<file path="config.mk">
export PLATFORM = sky130hd
export DESIGN_NAME = tch_queue
export DESIGN_NICKNAME = d
export VERILOG_FILES = /design/src/tch_pkg.sv /design/src/tch_queue.sv
export SDC_FILE = /design/constraint.sdc
export NUM_CORES = 1
export LEC_CHECK = 0
export ABC_CLOCK_PERIOD_IN_PS = 2100
export BUFFER_PORTS_ARGS = -buffer_cell sky130_fd_sc_hd__buf_2
export CAP_MARGIN = 30
export CORE_ASPECT_RATIO = 1.1
export CORE_MARGIN = 2
export CORE_UTILIZATION = 48
export CTS_BUF_LIST = sky130_fd_sc_hd__clkbuf_8
export DETAILED_ROUTE_END_ITERATION = 12
export GPL_ROUTABILITY_DRIVEN = 0
export PLACE_DENSITY = 0.77
export SYNTH_ARGS = -nofsm -noshare
export SYNTH_HDL_FRONTEND = slang
export SYNTH_SLANG_ARGS = --single-unit
</file>
<file path="constraint.sdc">
create_clock -name i_clk -period 2.1 [get_ports i_clk]
set_input_delay 0.42 -clock i_clk [delete_from_list [all_inputs] [get_ports i_clk]]
set_output_delay 0.42 -clock i_clk [all_outputs]
set_load 0.005 [all_outputs]
</file>
<file path="src/tch_pkg.sv">
// ----------------------------------------------------------------------------
// tch_pkg: shared types, constants and helpers for the text console
// Screen geometry, character codes, the command classes passed from the
// front end to the execute unit, and the address arithmetic the execute unit uses.
// ----------------------------------------------------------------------------
package tch_pkg;

    // Screen geometry.
    localparam int COLUMNS    = 80;
    localparam int ROWS       = 25;
    localparam int TAB_WIDTH  = 8;
    localparam int CELL_COUNT = COLUMNS * ROWS;

    // Index widths.
    localparam int CIDX_W = $clog2(COLUMNS);
    localparam int RIDX_W = $clog2(ROWS);
    localparam int ADDR_W = $clog2(CELL_COUNT);
    localparam int CT_W   = $clog2(COLUMNS + TAB_WIDTH + 1);
    localparam int RT_W   = $clog2(ROWS + 1);

    // Number of tab stops that can follow any column.
    localparam int TAB_STOPS = COLUMNS / TAB_WIDTH + 1;

    // Decoupling queue depth.
    localparam int QUEUE_DEPTH = 2;
    localparam int QPTR_W      = $clog2(QUEUE_DEPTH);
    localparam int QCNT_W      = $clog2(QUEUE_DEPTH + 1);

    // Field widths fixed by the interface.
    localparam int CMD_W      = 2;
    localparam int CHAR_W     = 8;
    localparam int COLOR_W    = 4;
    localparam int READ_ROW_W = 5;
    localparam int READ_COL_W = 7;
    localparam int CURSOR_W   = 11;
    localparam int CELL_W     = 16;

    // Command codes.
    localparam logic [CMD_W-1:0] CMD_PUT   = 2'd0;
    localparam logic [CMD_W-1:0] CMD_CLEAR = 2'd1;
    localparam logic [CMD_W-1:0] CMD_READ  = 2'd2;

    // Character codes.
    localparam logic [CHAR_W-1:0] CHAR_BS    = 8'h08;
    localparam logic [CHAR_W-1:0] CHAR_TAB   = 8'h09;
    localparam logic [CHAR_W-1:0] CHAR_LF    = 8'h0A;
    localparam logic [CHAR_W-1:0] CHAR_CR    = 8'h0D;
    localparam logic [CHAR_W-1:0] CHAR_SPACE = 8'h20;
    localparam logic [CHAR_W-1:0] CHAR_HIGH  = 8'h80;

    // White-on-black space.
    localparam logic [CELL_W-1:0] BLANK_CELL = 16'h0F20;

    // Operation classes as seen by the execute unit.
    typedef enum logic [2:0] {
        OP_READ  = 3'd0,
        OP_CLEAR = 3'd1,
        OP_BS    = 3'd2,
        OP_TAB   = 3'd3,
        OP_CR    = 3'd4,
        OP_LF    = 3'd5,
        OP_PRINT = 3'd6
    } t_op;

    // One classified item on its way to the execute unit.
    typedef struct packed {
        t_op                    op;
        logic [CHAR_W-1:0]      char_code;
        logic [COLOR_W-1:0]     bg_color;
        logic [COLOR_W-1:0]     fg_color;
        logic [READ_ROW_W-1:0]  read_row;
        logic [READ_COL_W-1:0]  read_col;
        logic                   in_range;
    } t_entry;

    // Map a logical row to its physical row in the circular row store.
    function automatic logic [RIDX_W-1:0] row_map(input logic [RIDX_W-1:0] row,
                                                  input logic [RIDX_W-1:0] top);
        logic [RIDX_W:0] sum;
        sum = {1'b0, row} + {1'b0, top};
        if (sum >= (RIDX_W + 1)'(ROWS)) begin
            sum = sum - (RIDX_W + 1)'(ROWS);
        end
        return sum[RIDX_W-1:0];
    endfunction

    // Linear store address of a physical row and column.
    function automatic logic [ADDR_W-1:0] cell_addr(input logic [RIDX_W-1:0] row,
                                                    input logic [CIDX_W-1:0] col);
        return ADDR_W'(int'(row) * COLUMNS + int'(col));
    endfunction

    // Next tab stop strictly after the given column.
    function automatic logic [CT_W-1:0] tab_next(input logic [CIDX_W-1:0] col);
        logic [CT_W-1:0] res;
        res = '0;
        for (int k = TAB_STOPS; k >= 1; k--) begin
            if (k * TAB_WIDTH > int'(col)) begin
                res = CT_W'(k * TAB_WIDTH);
            end
        end
        return res;
    endfunction

endpackage

</file>
<file path="src/tch_queue.sv">
// ----------------------------------------------------------------------------
// tch_queue: decoupling queue between front end and execute unit
// A short first-in first-out buffer of classified entries.
// ----------------------------------------------------------------------------
module tch_queue (
    input  logic            i_clk,
    input  logic            i_rst_n,
    input  logic            i_push,
    input  tch_pkg::t_entry i_data,
    output logic            o_full,
    input  logic            i_pop,
    output tch_pkg::t_entry o_data,
    output logic            o_empty
);

    tch_pkg::t_entry                r_mem [tch_pkg::QUEUE_DEPTH];
    logic [tch_pkg::QPTR_W-1:0]     r_wr_ptr;
    logic [tch_pkg::QPTR_W-1:0]     r_rd_ptr;
    logic [tch_pkg::QCNT_W-1:0]     r_count;
    logic                           do_push;
    logic                           do_pop;

    assign o_full  = (r_count == tch_pkg::QCNT_W'(tch_pkg::QUEUE_DEPTH));
    assign o_empty = (r_count == '0);
    assign do_push = i_push & ~o_full;
    assign do_pop  = i_pop & ~o_empty;
    assign o_data  = r_mem[r_rd_ptr];

    // Pointer advance with wrap at the depth.
    function automatic logic [tch_pkg::QPTR_W-1:0] ptr_inc(
        input logic [tch_pkg::QPTR_W-1:0] p);
        if (p == tch_pkg::QPTR_W'(tch_pkg::QUEUE_DEPTH - 1)) begin
            return '0;
        end
        return p + 1'b1;
    endfunction

    // Pointers and fill count.
    always_ff @(posedge i_clk) begin
        if (!i_rst_n) begin
            r_wr_ptr <= '0;
            r_rd_ptr <= '0;
            r_count  <= '0;
        end else begin
            if (do_push) begin
                r_wr_ptr <= ptr_inc(r_wr_ptr);
            end
            if (do_pop) begin
                r_rd_ptr <= ptr_inc(r_rd_ptr);
            end
            if (do_push && !do_pop) begin
                r_count <= r_count + 1'b1;
            end else if (do_pop && !do_push) begin
                r_count <= r_count - 1'b1;
            end
        end
    end

    // Entry storage.
    always_ff @(posedge i_clk) begin
        if (do_push) begin
            r_mem[r_wr_ptr] <= i_data;
        end
    end

endmodule

</file>
After elaboration in Yosys (flattened, before gate mapping)
Memories as Yosys holds them, arrays and structs flattened. A register that Yosys moved wholly into a read port is not among the register bits.
Cells that the tools add are included.
{ "word_totals": {"word_cells": 35, "register_bits": 4, "ramBits": 64, "mem_count": 1, "out_inout_bits": 34} }
{ "mem_list": {"columns": ["name", "depth", "word_bits", "read_ports", "rd_clocked_by_memory_dff", "write_ports", "line_no", "source"], "rows": [
  ["r_mem", 2, 32, 1, 1, 1, "tch_queue.sv:16", "tch_pkg::t_entry r_mem [tch_pkg::QUEUE_DEPTH];"]
]} }
{ "classes": {"n_addsub": 4, "n_eq_ne": 1, "muxes": 16, "n_reduce_logical": 6, "n_bitwise": 4} }
{ "op_table": {"columns": ["cell", "count"], "rows": [
  ["$mux 1", 14],
  ["$mux 2", 2],
  ["$add 1x1->1 const B", 2],
  ["$add 2x1->2 const B", 1],
  ["$and 1x1->1", 2],
  ["$eq 2x2->1 const B", 1],
  ["$logic_and 1x1->1", 2],
  ["$logic_not 1->1", 2],
  ["$logic_not 2->1", 1],
  ["$not 1->1", 2],
  ["$reduce_bool 2->1", 1],
  ["$sub 2x1->2 const B", 1]
]} }

Logic depth before layout (Yosys ltp)
{ "logic_depth": {"ltp_word": 8, "depth_mapped": 7, "ltp_nobuf": 7} }

Least setup slack after synthesis
No wires, ideal clock.
{ "synth_timing": {"kind": "reg2reg", "from": "register r_count[0] in the netlist's numbering", "to": "memory r_mem[0][0] in the netlist's numbering (enable)", "stages_incl_launch_ff": 4, "setup_slack_ns": -0.198, "arrival_ns": 1.881, "path_cell_list": "dfxtp_1 > nand2b_1 > inv_2 > nor3_2"} }
{ "synth_via": {"elab_chain_cells": 5} }
{ "synth_lines": {"columns": ["element", "line_no", "source"], "rows": [
  ["start, declared", "tch_queue.sv:19", "logic [tch_pkg::QCNT_W-1:0] r_count;"],
  ["start signal, assigned", "tch_queue.sv:52", "r_count <= r_count + 1'b1;"],
  ["start signal, assigned", "tch_queue.sv:54", "r_count <= r_count - 1'b1;"],
  ["$eq 2x2->1", "tch_queue.sv:23", "assign o_full = (r_count == tch_pkg::QCNT_W'(tch_pkg::QUEUE_DEPTH));"],
  ["named net o_full", "tch_queue.sv:10", "output logic o_full,"],
  ["$not 1->1", "tch_queue.sv:25", "assign do_push = i_push & ~o_full;"],
  ["$and 1x1->1", "tch_queue.sv:25", null],
  ["$mux 1", "tch_queue.sv:61", "if (do_push) begin"],
  ["$mux 1 (implied by the code)", "tch_queue.sv:62", "r_mem[r_wr_ptr] <= i_data;"],
  ["end, declared", "tch_queue.sv:16", null]
]} }
The timed path passes the listed nets, and every way through them passes these cells.

==> flow_metrics.tcl <==
set metrics [dict create \
    antenna_left 0 \
    cellPowerDensity_nw_per_um2 1130 \
    use_met1 0.164 \
    grt_pass1_wl_mm 6.07 \
    cts_buffer_depth 2 \
    end_kind "output port" \
    fp.dieH_um 80.2 \
    timing.setup.tns_ps 0 \
    grt_max_degree 33 \
    h-tree-depth 3 \
    cts-root-buf "clkbuf_8" \
    setup_viol_count_final 0 \
    synth_area_sq_um 2540 \
    antenna_cells 0 \
    power.total_w 0.00353 \
    insertion_delay_ps 330 \
    viasPerCell 4.94 \
    nNetsFinal 243 \
    crit_required_ps 1680 \
    vias 1323 \
    cts_tree "built" \
    die_area_sq_um 5880 \
    drive_gt1_frac 0.552 \
    yosys_warnings 0 \
    place_inst 253 \
    finalMaxSlewViolations 0 \
    gr-usage-met2 0.237 \
    slew_headroom 0.706 \
    ys_types 21 \
    final_core_util 0.619 \
    grt-busiest-layer "met2" \
    design.core.area_sq_um 5070 \
    cts_resized 0 \
    clock_sinks 69 \
    drt-pass1-iter-count 4 \
    num_io_pins 70 \
    clock.fmax_mhz 525 \
    status "finished, final reports clean" \
    critPathKind "flop to output port" \
    finalHoldViolations 0 \
    start_util 0.500 \
    cts_hold_buffers 0 \
    ir_worst_vdd_mv 0.696 \
    maxCapViolCount 0 \
    clk_pin_slew_worst_paths_ps 70 \
    rsz0062_at_grt "no" \
    synth_nets 162 \
    fin_cells 268 \
    seq_area_frac_synth 0.797 \
    wirelength_mm 4.09 \
    antenna_found_initial 0 \
    io_buffers 69 \
    synth_area_per_cell_sq_um 20.3 \
    drtIter0Drc 66 \
    finalCritPeriodShare 0.907 \
    dp_hpwl_mm 2.73 \
    cp.arrival_ps 1480 \
    grt_use_met3 0.0402 \
    synthCells 125 \
    hold_ws_ps 278 \
    fin_skew_ps 4.46 \
    startpoint_type "flop" \
    p_leak_nw 1.20 \
    drc_errors 0 \
    grt_usage 0.145 \
    cts_setup_buffers 0 \
    areaGrowthSynthToFinish_pct 23.6 \
    grt.overflow.total 0 \
    worstHoldPathType "primary input to flop" \
    cts-buffers-inserted 9 \
    synth_seq_cells 69 \
    fin_crit_ps 1900 \
    die_x_um 73.3 \
    worstMarginPinSlew_ps 441 \
    cp_max_fo 24 \
    grt_pass1_vias 1379 \
    wire_per_inst_um 15.3 \
    rows 27 \
]
-- through the flow --
| stage | setup WS, ps | instance area (sq um) |
|---|---|---|
| detailed placement | 463 | 2980 |
| finish | 196 | 3130 |
| global route | 132 | 3130 |
| CTS | 164 | 3130 |
| global placement | 543 | 2980 |
| floorplan | 289 | 2540 |
-- cell families (layout without fill, tap and decap cells) --
logic type,Yosys count,in the layout,share of synthesized area
buffers and inverters,6,91,0.0109
AND/OR/NAND/NOR,9,9,0.0217
AO/OA/AOI/OAI,5,5,0.0128
XOR/XNOR,3,3,0.0104
adder cells (fa/ha/maj),1,1,0.00493
multiplexers,32,32,0.142
flip-flops,69,69,0.797
-- cells in the final DEF (no fill, tap or decap), types with 2 or more instances in the layout --
cell / netlist / layout
xnor2_1: 2 / 2
clkbuf_8: 0 / 9
clkinv_2: 0 / 2
edfxtp_1: 64 / 64
and2_1: 3 / 3
nor2_1: 2 / 2
buf_2: 4 / 69
clkinvlp_4: 0 / 2
mux2_1: 5 / 5
buf_4: 0 / 5
dfxtp_1: 5 / 5
mux2_2: 27 / 27
inv_1: 1 / 2
-- final timing paths --
kind                        endpoint  cells after the start  slack [ps]                     from
max reg2reg  r_count[1]$_SDFFE_PN0P_                      6         490  r_count[0]$_SDFFE_PN0P_
max                       o_data[11]                      3         200                     flop
min           r_mem[1][18]$_DFFE_PP_                      1         280               i_data[18]
min reg2reg  r_count[1]$_SDFFE_PN0P_                      2         530  r_count[1]$_SDFFE_PN0P_
-- cell usage after synthesis (all sizes together) --
cell type,count,share of area
dfxtp,5,0.039
nor2,2,0.0030
a21boi,2,0.0059
xor2,1,0.0035
inv,2,0.0030
mux2,32,0.14
edfxtp,64,0.76
buf,4,0.0079
and2,3,0.0074
or3,1,0.0025
ha,1,0.0049
o21a,1,0.0030
nand2b,1,0.0025
and3,1,0.0025
o21ai,2,0.0039
xnor2,2,0.0069
nor3,1,0.0039
-- area by class of cell --
type                       instances  area [sq um]
clock buffer                       9           124
clock inverter                     6          32.5
fill                             384          1930
inverter                           2          7.51
multi-input combinational         50           493
sequential                        69          2020
tap                               58          72.6
timing repair buffer              74           383
-- sequential cells by signal (all words and copies together), names as in the netlist, named ones only --
name	cells
r_wr_ptr	1
r_mem	64
r_rd_ptr	1
r_count	2
-- metal layers --
metal | share of wire | vias up | wire (um)
li1 | - | 643 | -
met1 | 0.42 | 629 | 1720
met2 | 0.51 | 45 | 2070
met3 | 0.059 | 6 | 243
met4 | 0.012 | 0 | 51
met5 | 0 | - | 0
-- worst max-delay path: stages, from the launching register on --
cell and delay [ps]:
dfxtp_1 330, buf_4 320, mux2_2 390, buf_2 130
-- power breakdown --
group	total, W	switching (W)	internal [W]
sequential	0.00179	0.0000611	0.00173
clock	0.000851	0.000443	0.000408
combinational	0.000889	0.000421	0.000468
No activity file was read; power rests on OpenSTA's default activity.
