`config.mk`:
```
export PLATFORM = sky130hd
export DESIGN_NAME = tch_front
export DESIGN_NICKNAME = d
export VERILOG_FILES = /design/src/tch_pkg.sv /design/src/tch_front.sv
export SDC_FILE = /design/constraint.sdc
export NUM_CORES = 1
export LEC_CHECK = 0
export BUFFER_PORTS_ARGS = -buffer_cell sky130_fd_sc_hd__buf_2
export CAP_MARGIN = 30
export CELL_PAD_IN_SITES_DETAIL_PLACEMENT = 1
export CELL_PAD_IN_SITES_GLOBAL_PLACEMENT = 1
export CORE_ASPECT_RATIO = 2
export CORE_MARGIN = 1
export CORE_UTILIZATION = 32
export DETAILED_ROUTE_END_ITERATION = 16
export PLACE_DENSITY = 0.87
export SYNTH_ARGS = -nofsm -noshare
export SYNTH_HDL_FRONTEND = slang
export SYNTH_SLANG_ARGS = --single-unit
```
`constraint.sdc`:
```
create_clock -name i_clk -period 2.9 [get_ports i_clk]
set_input_delay 0.29 -clock i_clk [delete_from_list [all_inputs] [get_ports i_clk]]
set_output_delay 0.29 -clock i_clk [all_outputs]
set_load 0.02 [all_outputs]
```
`src/tch_pkg.sv`:
```
// ----------------------------------------------------------------------------
// tch_pkg: shared types, constants and helpers for the text console
// Screen geometry, character codes, the command classes passed from the
// front end to the execute unit, and the address arithmetic the execute unit uses.
// ----------------------------------------------------------------------------
package tch_pkg;

    // Screen geometry.
    localparam int COLUMNS    = 80;
    localparam int ROWS       = 25;
    localparam int TAB_WIDTH  = 8;
    localparam int CELL_COUNT = COLUMNS * ROWS;

    // Index widths.
    localparam int CIDX_W = $clog2(COLUMNS);
    localparam int RIDX_W = $clog2(ROWS);
    localparam int ADDR_W = $clog2(CELL_COUNT);
    localparam int CT_W   = $clog2(COLUMNS + TAB_WIDTH + 1);
    localparam int RT_W   = $clog2(ROWS + 1);

    // Number of tab stops that can follow any column.
    localparam int TAB_STOPS = COLUMNS / TAB_WIDTH + 1;

    // Decoupling queue depth.
    localparam int QUEUE_DEPTH = 2;
    localparam int QPTR_W      = $clog2(QUEUE_DEPTH);
    localparam int QCNT_W      = $clog2(QUEUE_DEPTH + 1);

    // Field widths fixed by the interface.
    localparam int CMD_W      = 2;
    localparam int CHAR_W     = 8;
    localparam int COLOR_W    = 4;
    localparam int READ_ROW_W = 5;
    localparam int READ_COL_W = 7;
    localparam int CURSOR_W   = 11;
    localparam int CELL_W     = 16;

    // Command codes.
    localparam logic [CMD_W-1:0] CMD_PUT   = 2'd0;
    localparam logic [CMD_W-1:0] CMD_CLEAR = 2'd1;
    localparam logic [CMD_W-1:0] CMD_READ  = 2'd2;

    // Character codes.
    localparam logic [CHAR_W-1:0] CHAR_BS    = 8'h08;
    localparam logic [CHAR_W-1:0] CHAR_TAB   = 8'h09;
    localparam logic [CHAR_W-1:0] CHAR_LF    = 8'h0A;
    localparam logic [CHAR_W-1:0] CHAR_CR    = 8'h0D;
    localparam logic [CHAR_W-1:0] CHAR_SPACE = 8'h20;
    localparam logic [CHAR_W-1:0] CHAR_HIGH  = 8'h80;

    // White-on-black space.
    localparam logic [CELL_W-1:0] BLANK_CELL = 16'h0F20;

    // Operation classes as seen by the execute unit.
    typedef enum logic [2:0] {
        OP_READ  = 3'd0,
        OP_CLEAR = 3'd1,
        OP_BS    = 3'd2,
        OP_TAB   = 3'd3,
        OP_CR    = 3'd4,
        OP_LF    = 3'd5,
        OP_PRINT = 3'd6
    } t_op;

    // One classified item on its way to the execute unit.
    typedef struct packed {
        t_op                    op;
        logic [CHAR_W-1:0]      char_code;
        logic [COLOR_W-1:0]     bg_color;
        logic [COLOR_W-1:0]     fg_color;
        logic [READ_ROW_W-1:0]  read_row;
        logic [READ_COL_W-1:0]  read_col;
        logic                   in_range;
    } t_entry;

    // Map a logical row to its physical row in the circular row store.
    function automatic logic [RIDX_W-1:0] row_map(input logic [RIDX_W-1:0] row,
                                                  input logic [RIDX_W-1:0] top);
        logic [RIDX_W:0] sum;
        sum = {1'b0, row} + {1'b0, top};
        if (sum >= (RIDX_W + 1)'(ROWS)) begin
            sum = sum - (RIDX_W + 1)'(ROWS);
        end
        return sum[RIDX_W-1:0];
    endfunction

    // Linear store address of a physical row and column.
    function automatic logic [ADDR_W-1:0] cell_addr(input logic [RIDX_W-1:0] row,
                                                    input logic [CIDX_W-1:0] col);
        return ADDR_W'(int'(row) * COLUMNS + int'(col));
    endfunction

    // Next tab stop strictly after the given column.
    function automatic logic [CT_W-1:0] tab_next(input logic [CIDX_W-1:0] col);
        logic [CT_W-1:0] res;
        res = '0;
        for (int k = TAB_STOPS; k >= 1; k--) begin
            if (k * TAB_WIDTH > int'(col)) begin
                res = CT_W'(k * TAB_WIDTH);
            end
        end
        return res;
    endfunction

endpackage

```
`src/tch_front.sv`:
```
// ----------------------------------------------------------------------------
// tch_front: input stage of the text console
// Accepts items, classifies the command and character into one operation,
// checks the read coordinates and hands the entry to the decoupling queue.
// ----------------------------------------------------------------------------
module tch_front (
    input  logic                              i_clk,
    input  logic                              i_rst_n,
    input  logic                              push,
    output logic                              full,
    input  logic [tch_pkg::CMD_W-1:0]         i_cmd,
    input  logic [tch_pkg::CHAR_W-1:0]        i_char_code,
    input  logic [tch_pkg::COLOR_W-1:0]       i_bg_color,
    input  logic [tch_pkg::COLOR_W-1:0]       i_fg_color,
    input  logic [tch_pkg::READ_ROW_W-1:0]    i_read_row,
    input  logic [tch_pkg::READ_COL_W-1:0]    i_read_col,
    output logic                              o_q_push,
    output tch_pkg::t_entry                   o_q_entry,
    input  logic                              i_q_full
);

    logic            r_vld;
    logic            n_vld;
    tch_pkg::t_entry r_ent;
    tch_pkg::t_entry n_ent;
    tch_pkg::t_op    op;
    logic            accept;

    // The stage holds while the queue is full.
    assign full   = r_vld & i_q_full;
    assign accept = push & ~full;

    // Classify the command and the character byte.
    always_comb begin
        op = tch_pkg::OP_READ;
        case (i_cmd)
            tch_pkg::CMD_PUT: begin
                if (i_char_code >= tch_pkg::CHAR_HIGH) begin
                    op = tch_pkg::OP_READ;
                end else if (i_char_code == tch_pkg::CHAR_BS) begin
                    op = tch_pkg::OP_BS;
                end else if (i_char_code == tch_pkg::CHAR_TAB) begin
                    op = tch_pkg::OP_TAB;
                end else if (i_char_code == tch_pkg::CHAR_CR) begin
                    op = tch_pkg::OP_CR;
                end else if (i_char_code == tch_pkg::CHAR_LF) begin
                    op = tch_pkg::OP_LF;
                end else if (i_char_code >= tch_pkg::CHAR_SPACE) begin
                    op = tch_pkg::OP_PRINT;
                end else begin
                    op = tch_pkg::OP_READ;
                end
            end
            tch_pkg::CMD_CLEAR: begin
                op = tch_pkg::OP_CLEAR;
            end
            tch_pkg::CMD_READ: begin
                op = tch_pkg::OP_READ;
            end
            default: begin
                op = tch_pkg::OP_READ;
            end
        endcase
    end

    // Build the entry.
    always_comb begin
        n_ent.op         = op;
        n_ent.char_code  = i_char_code;
        n_ent.bg_color   = i_bg_color;
        n_ent.fg_color   = i_fg_color;
        n_ent.read_row   = i_read_row;
        n_ent.read_col   = i_read_col;
        n_ent.in_range   = (int'(i_read_row) < tch_pkg::ROWS) &&
                           (int'(i_read_col) < tch_pkg::COLUMNS);
    end

    assign n_vld = (r_vld & i_q_full) | accept;

    // Stage register.
    always_ff @(posedge i_clk) begin
        if (!i_rst_n) begin
            r_vld <= 1'b0;
        end else begin
            r_vld <= n_vld;
        end
    end

    always_ff @(posedge i_clk) begin
        if (accept) begin
            r_ent <= n_ent;
        end
    end

    assign o_q_push  = r_vld;
    assign o_q_entry = r_ent;

endmodule

```
### Word-level counts from Yosys, hierarchy flattened

Index checks and enable logic that the tools add are counted.

| storage, ports and cells | value |
|---|---|
| register bits after elaboration | 33 |
| bits of input ports | 34 |
| output and inout bits | 34 |
| word-level logic and storage cells | 30 |

| cells by class | value |
|---|---|
| order comparisons | 4 |
| equal/unequal tests | 5 |
| muxes and demuxes | 7 |
| bitwise logic cells | 4 |
| reduce and logical (&&, ||, !) cells | 2 |

Operator list:

| operator | number |
|---|---|
| $eq 8x4->1 const B | 4 |
| $mux 3 | 6 |
| $ge 8x6->1 const B | 1 |
| $ge 8x8->1 const B | 1 |
| $lt 7x7->1 const B | 1 |
| $pmux 3 s2 | 1 |
| $lt 5x5->1 const B | 1 |
| $and 1x1->1 | 2 |
| $eq 2x1->1 const B | 1 |
| $logic_not 2->1 | 1 |
| $logic_and 1x1->1 | 1 |
| $not 1->1 | 1 |
| $or 1x1->1 | 1 |

### Logic depth before layout (Yosys ltp)

Gate-level depths: netlist of the first run.

| depth | value |
|---|---|
| depth in word-level cells | 8 |
| depth in mapped cells | 3 |
| gate-level depth less buffers | 3 |

### Least setup slack after synthesis of the first run

No wires, ideal clock.

| timing path | value |
|---|---|
| kind | register to register |
| start point | register r_vld, in the netlist o_q_push |
| end point | register r_ent (netlist bit o_q_entry[0]) (enable) |
| setup time | 0.424 ns |
| arrival | 2.098 ns |
| data required time | 2.476 ns |
| setup slack | 0.378 ns |
| cell stages (with the launch flop) | 3 |
| path buffers | 0 |
| clock period less this slack | 2.522 ns |
| path through | dfxtp_1 > and2_1 > nor2b_1 |

| between the ends | value |
|---|---|
| longest elaborated chain between the ends | 3 |

RTL lines:

| what | RTL line | RTL |
|---|---|---|
| from (decl) | tch_front.sv:22 | `logic r_vld;` |
| from (signal assigned) | tch_front.sv:85 | `r_vld <= n_vld;` |
| $and 1x1->1 | tch_front.sv:30 | `assign full = r_vld & i_q_full;` |
| named net full | tch_front.sv:10 | `output logic full,` |
| $not 1->1 | tch_front.sv:31 | `assign accept = push & ~full;` |
| $and 1x1->1 | tch_front.sv:31 |  |
| named net accept | tch_front.sv:27 | `logic accept;` |
| to (signal assigned) | tch_front.sv:91 | `r_ent <= n_ent;` |
| to (decl) | tch_front.sv:24 | `tch_pkg::t_entry r_ent;` |

The timed path passes the listed nets, and every way through them passes these cells.
A chain may end at the register's enable or synchronous reset.

### Worst setup path in the final report of the first run

| timing path | value |
|---|---|
| start point | register r_vld, in the netlist o_q_push |
| end point | register r_ent (netlist bit o_q_entry[26]) (enable) |

| between the ends | value |
|---|---|
| longest elaborated chain between the ends | 3 |

RTL lines:

| what | RTL line |
|---|---|
| $and 1x1->1 | tch_front.sv:30 |
| $not 1->1 | tch_front.sv:31 |
| $and 1x1->1 | tch_front.sv:31 |
| named net accept | tch_front.sv:27 |

The timed path passes the listed nets, and every way through them passes these cells.

==> results of run 1 <==
-- worst paths after layout --
kind	start	to	slack, ps	cells past startpoint
hold / removal	i_read_col[3]	o_q_entry[4]$_DFFE_PP_	190	1
setup / recovery	o_q_push$_SDFF_PN0_	o_q_entry[26]$_DFFE_PP_	1600	3
hold reg to reg	o_q_push$_SDFF_PN0_	o_q_push$_SDFF_PN0_	640	2
setup reg to reg	o_q_push$_SDFF_PN0_	o_q_entry[26]$_DFFE_PP_	1600	3
-- metal layers --
layer	up-vias	track usage [%]
li1	365	-
met1	368	11.5
met2	45	26.9
met3	11	3.58
met4	0	9.64
met5	-	0
-- power groups by stage --
stage | logic, mW | clock network, mW | registers [mW]
2_1_floorplan | 0.0188 | 0 | 0.612
3_3_place_gp | 0.112 | 0 | 0.573
3_5_place_dp | 0.117 | 0 | 0.574
4_1_cts | 0.117 | 0.325 | 0.564
5_1_grt | 0.123 | 0.340 | 0.566
6_report | 0.115 | 0.316 | 0.563
-- state kept, by name, indices dropped and copies added (netlist names) --
register / cells
o_q_push: 1
o_q_entry: 32
-- area by class of cell --
type                            count  area share [%]
Clock buffer                        6            4.56
Clock inverter                      2           0.629
Multi-Input combinational cell     21            9.12
Sequential cell                    33            61.6
Tap cell                           32            2.52
Timing Repair Buffer               68            21.5
-- kinds of logic (layout without fill, tap and decap cells) --
group	count (synthesis)	after routing
AOI/OAI and AO/OA	8	8
xor gates and xnor gates	1	1
buffers and inverters	0	76
DFF	33	33
and+or+nand+nor	12	12
-- Yosys cell counts --
| cell | n | share of area (%) |
|---|---|---|
| nor2b_1 | 2 | 1.1 |
| dfxtp_1 | 1 | 1.8 |
| edfxtp_1 | 32 | 86 |
| a21oi_1 | 1 | 0.45 |
| nor2_1 | 1 | 0.33 |
| o41ai_2 | 1 | 1.4 |
| nand2b_1 | 2 | 1.1 |
| nor4_2 | 1 | 1.1 |
| o21a_1 | 1 | 0.67 |
| and3b_2 | 1 | 0.89 |
| nand2_1 | 2 | 0.67 |
| o21ai_0 | 4 | 1.8 |
| o311ai_0 | 1 | 0.78 |
| and2_1 | 2 | 1.1 |
| xnor2_1 | 1 | 0.78 |
| nor3_1 | 1 | 0.45 |
-- per-stage QoR --
step	cells	worst slack (ps)	utilization, %
2_1_floorplan	54	378	-
3_3_place_gp	154	1570	44.7
3_5_place_dp	154	1530	44.7
4_1_cts	162	1590	47.1
5_1_grt	162	1520	47.1
6_report	162	1600	47.1
-- worst register-to-register path, stage by stage (launching register included) --
cell	delay (ps)
dfxtp_1	310
and2_1	180
nor2b_2	100
buf_4	360
==> key figures, run 1 <==
Clock network
  – Sink Count: 33
  – Num CTS Buffers: 5
  – Post-CTS setup buffers: 0
  – CTS tree: yes
  – Resize count post-CTS: 0
  – CTS H-tree lvls: 2
  – Clock insertion delay at the later pin of the skew report: around 270 ps
  – CTS Hold Buffers Added: 0
  – Clk root buf: clkbuf_8
  – Clk slew on worst S/H paths: 70 ps
  – Max Buffers Root-to-Sink: 2

Timing
  – Final Hold Viols: 0
  – Fin Clk Skew: around 8 ps
  – Setup violations, final: 0
  – Unrepaired setup endpoints after global routing: false
  – Max Fclk: slightly below 800 MHz
  – Setup TNS: 0 ps
  – Final max-slew violation count: 0
  – Hold Worst Slack: 186 ps
  – Min cycle time layout: 1300 ps
  – Slew Limit Headroom: around three quarters
  – Slew @ Worst Pin: between 300 and 400 ps
  – Final worst-path cycle share: between 40% and 50%

Cells and area
  – Area grow syn2layout: 41.6%
  – Multi-input gate area: 145 sq um
  – Register area: roughly 980 sq um
  – Post-layout nets: approximately 160
  – Final instance area: ~0.0016 sq mm
  – Fill count: 362
  – Most frequent cells in the layout: 67 x buf_2, 32 x edfxtp_1, 5 x clkbuf_8
  – Number of diodes: 0
  – Share of layout cells above drive strength 1: between 60% and 70%
  – Most common cell after layout, fill and taps aside: buf_2

Power
  – Clock share of power: 31.8%
  – Leak Pwr: 0.678 nW
  – Part of the power in registers: 56.6%
  – Worst VDD drop: roughly 0.26 mV
  – Total power: between 0.9 and 1 mW
  – Int Pwr: roughly 0.76 mW
  – Combinational share of power: a little under an eighth
  – Switch share: 23.2%
  – Switching pwr: about 0.23 mW
  – Pwr Density: 625 mW/mm^2

Routing
  – Residual DRC: 4
  – WL final: 2.56 mm
  – 1st-pass router iterations: 12
  – Wire length per cell: ~16 um
  – Antenna Nets Post-Route: 0
  – DRT iter0 DRCs: 18
  – Via Count: roughly 790
  – Vias per cell: roughly 4.9
  – Top Layer Used: met4
  – DR WL met2: around 1.6 mm
  – Met3 WL: 189 um
  – WL met1: approximately 700 um

Die
  – Die footprint: about 0.0038 sq mm
  – Initial Util: ~33%
  – Std-Cell Rows: 30
  – Ports: 68
  – Core Footprint: roughly 0.0034 sq mm
  – Die extent in y: between 80 and 90 um
  – Die W: ~44 um

Status
  – Outcome: finished, violations left
  – Failing checks: design-rule violations

Setup path
  – Worst-path cell chain: and2_1 -> nor2b_2 -> buf_4
  – Worst path max stage delay: roughly 360 ps
  – Crit end category: flip-flop
  – Critical path buffers and inverters: 1
  – Crit path required time: ~2800 ps
  – CP startpoint kind: flip-flop
  – Arrival time of the worst setup path: approximately 1200 ps
  – Setup CP Type: reg -> reg
  – Crit path max fanout: 32
  – CP delay by family, top: buffers and inverters
  – Critical-path top delay cell: buf_4

Synth
  – Netlist cell types: 16
  – Synthesized net count: just under 90
  – Largest family of logic cells by synthesized area: simple AND/OR/NAND/NOR gates
  – Synth Register Bits: 33
  – Post-Syn Area: approximately 0.0011 sq mm
  – Post-synthesis compound-gate area fraction: 5.12%
  – Synth Warn #: 0
  – Post-Synth XOR/XNOR Area: less than 1%
  – Post-Syn Area per Cell: 20.8 sq um
  – Adder-cell share of the synthesized area: 0%
  – Post-synthesis mux area share: 0%
  – Syn Inst Count: 54
  – Synth Area in Simple Gates: approximately 6.8%
  – Seq/Total Area, Yosys: approximately 87%

Min path
  – Hold WC Path Type: in -> reg

Place
  – IO Port Bufs: 67
  – GPL Wtd Cong: between 0.8 and 0.9
  – DP Area: between 0.0015 and 0.002 sq mm
  – Final HPWL DP: between 2 and 2.5 mm

Global route
  – Largest net degree at the start of global routing: 33
  – Initial antenna violation count: 0
  – First-pass GRT wire length: ~3.7 mm
  – Vias in the first global route: a little under 800
  – GRT Util Overall: 14.1%
  – Total gr overflow: 0

Flow run
  – Max-cap violation count: 0
(Power assumes the default switching activity.)
==> run 2, diff against run 1 <==
Settings changed: ABC_AREA set to 1, CORE_UTILIZATION 32 to 29, PLACE_DENSITY 0.87 to 0.84.
Clock period 2.9 ns to 1.1 ns, I/O delays scaled along.
==> run 2 against run 1 <==
The flow now finishes without violations. Critical path depth rose by 1. Clock power rose to 2.7 times the previous value. Flip-flop and latch count did not move. First-iteration DRC count shrank 61%. Cell area grew 8.4%. Critical path type unchanged. Critical endpoint is now o_q_entry[20]$_DFFE_PP_.
==> key figures, run 2 <==
Routing
  – Residual DRC: 0 (-4)
  – Via Count: 899 (+14%)
  – Wire length per cell: 15.0 um (-5.0%)
  – DRT iter0 DRCs: 7 (-11)
  – Antenna Nets Post-Route: 0 (unchanged)
  – WL final: 3.11 mm (+21%)
  – Vias per cell: 4.34 (-11%)
  – 1st-pass router iterations: 3 (-9)

Clock network
  – CTS tree: yes
  – Num CTS Buffers: 5 (unchanged)
  – Clk slew on worst S/H paths: 60 ps (about the same)
  – CTS H-tree lvls: 2 (unchanged)
  – Max Buffers Root-to-Sink: 2 (unchanged)
  – Clock insertion delay at the later pin of the skew report: 270 ps (about the same)
  – Clk root buf: clkbuf_8
  – Resize count post-CTS: 0 (unchanged)
  – Post-CTS setup buffers: 0 (unchanged)
  – Sink Count: 33 (unchanged)

Setup path
  – Setup CP Type: reg -> reg
  – Worst path max stage delay: 350 ps (about the same)
  – Worst-path cell chain: nand2_4 -> inv_4 -> nor2_4 -> buf_12
  – Critical path buffers and inverters: 2 (+1)
  – Crit end category: flip-flop
  – R2r setup slk: 10 ps (-1590 ps)
  – CP delay by family, top: flip-flops
  – CP startpoint kind: flip-flop
  – Arrival time of the worst setup path: 1060 ps (-170 ps)
  – Crit path max fanout: 32 (unchanged)
  – Critical-path top delay cell: dfxtp_4
  – Crit path required time: 1070 ps (-1760 ps)

Global route
  – First-pass GRT wire length: 4.86 mm (+32%)
  – Vias in the first global route: 996 (+27%)
  – Initial antenna violation count: 0 (unchanged)
  – Largest net degree at the start of global routing: 33 (unchanged)
  – GRT Util Overall: 16.5% (+2.4 points)
  – Met2 GRT Util: 29.1% (+2.2 points)
  – Grt met3 use: 1.75% (-1.8 points)
  – Grt peak-use layer: met2
  – Total gr overflow: 0 (unchanged)
  – Met1 Usage GRT: 16.0% (+4.5 points)

Cells and area
  – Most common cell after layout, fill and taps aside: buf_2
  – Max reg flops: 32 (unchanged)
  – Area grow syn2layout: 44.7%
  – Share of layout cells above drive strength 1: 55.1% (-5.6 points)
  – Number of diodes: 0 (unchanged)
  – Non-Filler Instances: 207 (+28%)
  – Post-layout nets: 189 (+16%)
  – Most frequent cells in the layout: 67 x buf_2, 32 x edfxtp_1, 13 x nand2_1

Place
  – GPL Wtd Cong: 0.831 (+0.81%)
  – IO Port Bufs: 67 (unchanged)
  – Post-Place Cells: 198 (+29%)
  – Final HPWL DP: 2.47 mm (+20%)
  – Pre-CTS setup slack: 22.6 ps (-1510 ps)

Synth
  – Synth top area share: 80.6% (-4.9 points)
  – Synth top area cells: edfxtp_1 81%, nand2_1 4.4%, inv_1 3.1%, nor2_1 1.9%, dfxtp_1 1.7%
  – Async SR Flop Fraction: 0% (unchanged)
  – Synthesized net count: 113 (+28%)
  – Most common cell in the netlist: edfxtp_1
  – Synth Warn #: 0 (unchanged)
  – Syn Inst Count: 79 (+46%)
  – Synth top cells by count: 32 x edfxtp_1, 14 x nand2_1, 10 x inv_1
  – Post-Syn Area: 0.00119 sq mm (+6.1%)
  – Number of enable flip-flop cells after synthesis: 32 (unchanged)
  – Area leader, netlist: edfxtp_1
  – Most used DFF post-synth: edfxtp_1
  – Synth Register Bits: 33 (unchanged)
  – Post-Syn Area per Cell: 15.1 sq um (-27%)
  – Seq/Total Area, Yosys: 82.3% (-5.0 points)
  – Netlist cell types: 16 (unchanged)

Timing
  – Setup violations, final: 0 (unchanged)
  – Min cycle time layout: 1090 ps (-210 ps)
  – Final Hold Viols: 0 (unchanged)
  – Max Fclk: 920 MHz (+19%)
  – Final worst-path cycle share: 98.8% (+54 points)
  – Fin Clk Skew: 2.67 ps (-5.54 ps)
  – Setup ws final: 13.6 ps (-1590 ps)
  – Slew Limit Headroom: 84.7% (+10 points)
  – Unrepaired setup endpoints after global routing: true
  – Final max-slew violation count: 0 (unchanged)
  – Hold Worst Slack: 8.52 ps (-178 ps)
  – Slew @ Worst Pin: 228 ps (-153 ps)

Die
  – Std-Cell Rows: 32 (+6.7%)
  – Initial Util: 30.7% (-2.6 points)
  – Die W: 47.3 um (+7.8%)
  – Die footprint: 0.00439 sq mm (+16%)
  – Die extent in y: 92.7 um (+8.0%)
  – Core Footprint: 0.00388 sq mm (+15%)
  – Ports: 68 (unchanged)

Status
  – Outcome: finished clean

Min path
  – Hold WC Path Type: in -> reg

Power
  – Worst VDD drop: 0.594 mV (+130%)
  – Leak Pwr: 0.793 nW (+17%)
  – Pwr Density: 1550 mW/mm^2 (+150%)

Flow run
  – Max-cap violation count: 0 (unchanged)
==> run 2: cell count changes in the layout (fill, tap and decap cells not counted), sizes merged, moves of 2 or more <==
cell    previous run  this run
o21ai              4         2
and2               2         0
nand3              0         2
nand2              2        17
nand2b             2         0
nor2               1         7
a21boi             0         2
nor2b              2         0
inv                0        13
==> run 2: power by group <==
part / switching (mW) / internal (mW) / leakage (nW) / total [mW]
combinational: 0.220 / 0.123 / 0.429 / 0.343
clock: 0.406 / 0.437 / 0.0450 / 0.844
sequential: 0.0218 / 1.47 / 0.319 / 1.49
==> run 2: repair_timing <==
| action | 4_1_cts | 5_1_grt |
|---|---|---|
| endpoints found under the setup margin | 0 | 32 |
| endpoints found under the hold margin | 1 | 0 |
| hold buffers | 1 | 0 |
==> run 2: per-layer routing <==
metal	share of wire (%)	vias to the layer above	wire (um)
met5	0	-	0
li1	-	419	-
met3	5.8	9	180
met1	30	425	931
met4	4.2	0	131
met2	60	46	1860
==> run 2: logic make-up after synthesis <==
kind of cell | after synthesis | synth area share, %
buf+inv | 13 | 4.09
simple gates | 28 | 10.9
flops | 33 | 82.3
compound gates | 5 | 2.73
==> run 2: cell type report <==
cell class	instances	area [sq um]
Fill cell	449	2160
Clock buffer	6	72.6
Clock inverter	2	10.0
Tap cell	51	63.8
Timing Repair Buffer	69	365
Inverter	13	51.3
Sequential cell	33	985
Multi-Input combinational cell	33	178
==> run 2: worst paths after layout <==
check	start	to	cells past startpoint
max	o_q_push$_SDFF_PN0_	o_q_entry[20]$_DFFE_PP_	4
min reg2reg	o_q_push$_SDFF_PN0_	o_q_push$_SDFF_PN0_	2
max reg2reg	o_q_push$_SDFF_PN0_	o_q_entry[20]$_DFFE_PP_	4
min	i_fg_color[3]	o_q_entry[16]$_DFFE_PP_	1
==> run 2: per-stage QoR <==
step | area, sq um | TNS [ps] | utilization, % | power, mW
2_1_floorplan | 1210 | -8940 | - | 1.68
5_1_grt | 1730 | -833 | 44.4 | 2.80
3_5_place_dp | 1630 | 0 | 42.0 | 1.86
3_3_place_gp | 1630 | 0 | 42.0 | 1.83
4_1_cts | 1730 | 0 | 44.4 | 2.72
6_report | 1730 | 0 | 44.4 | 2.68
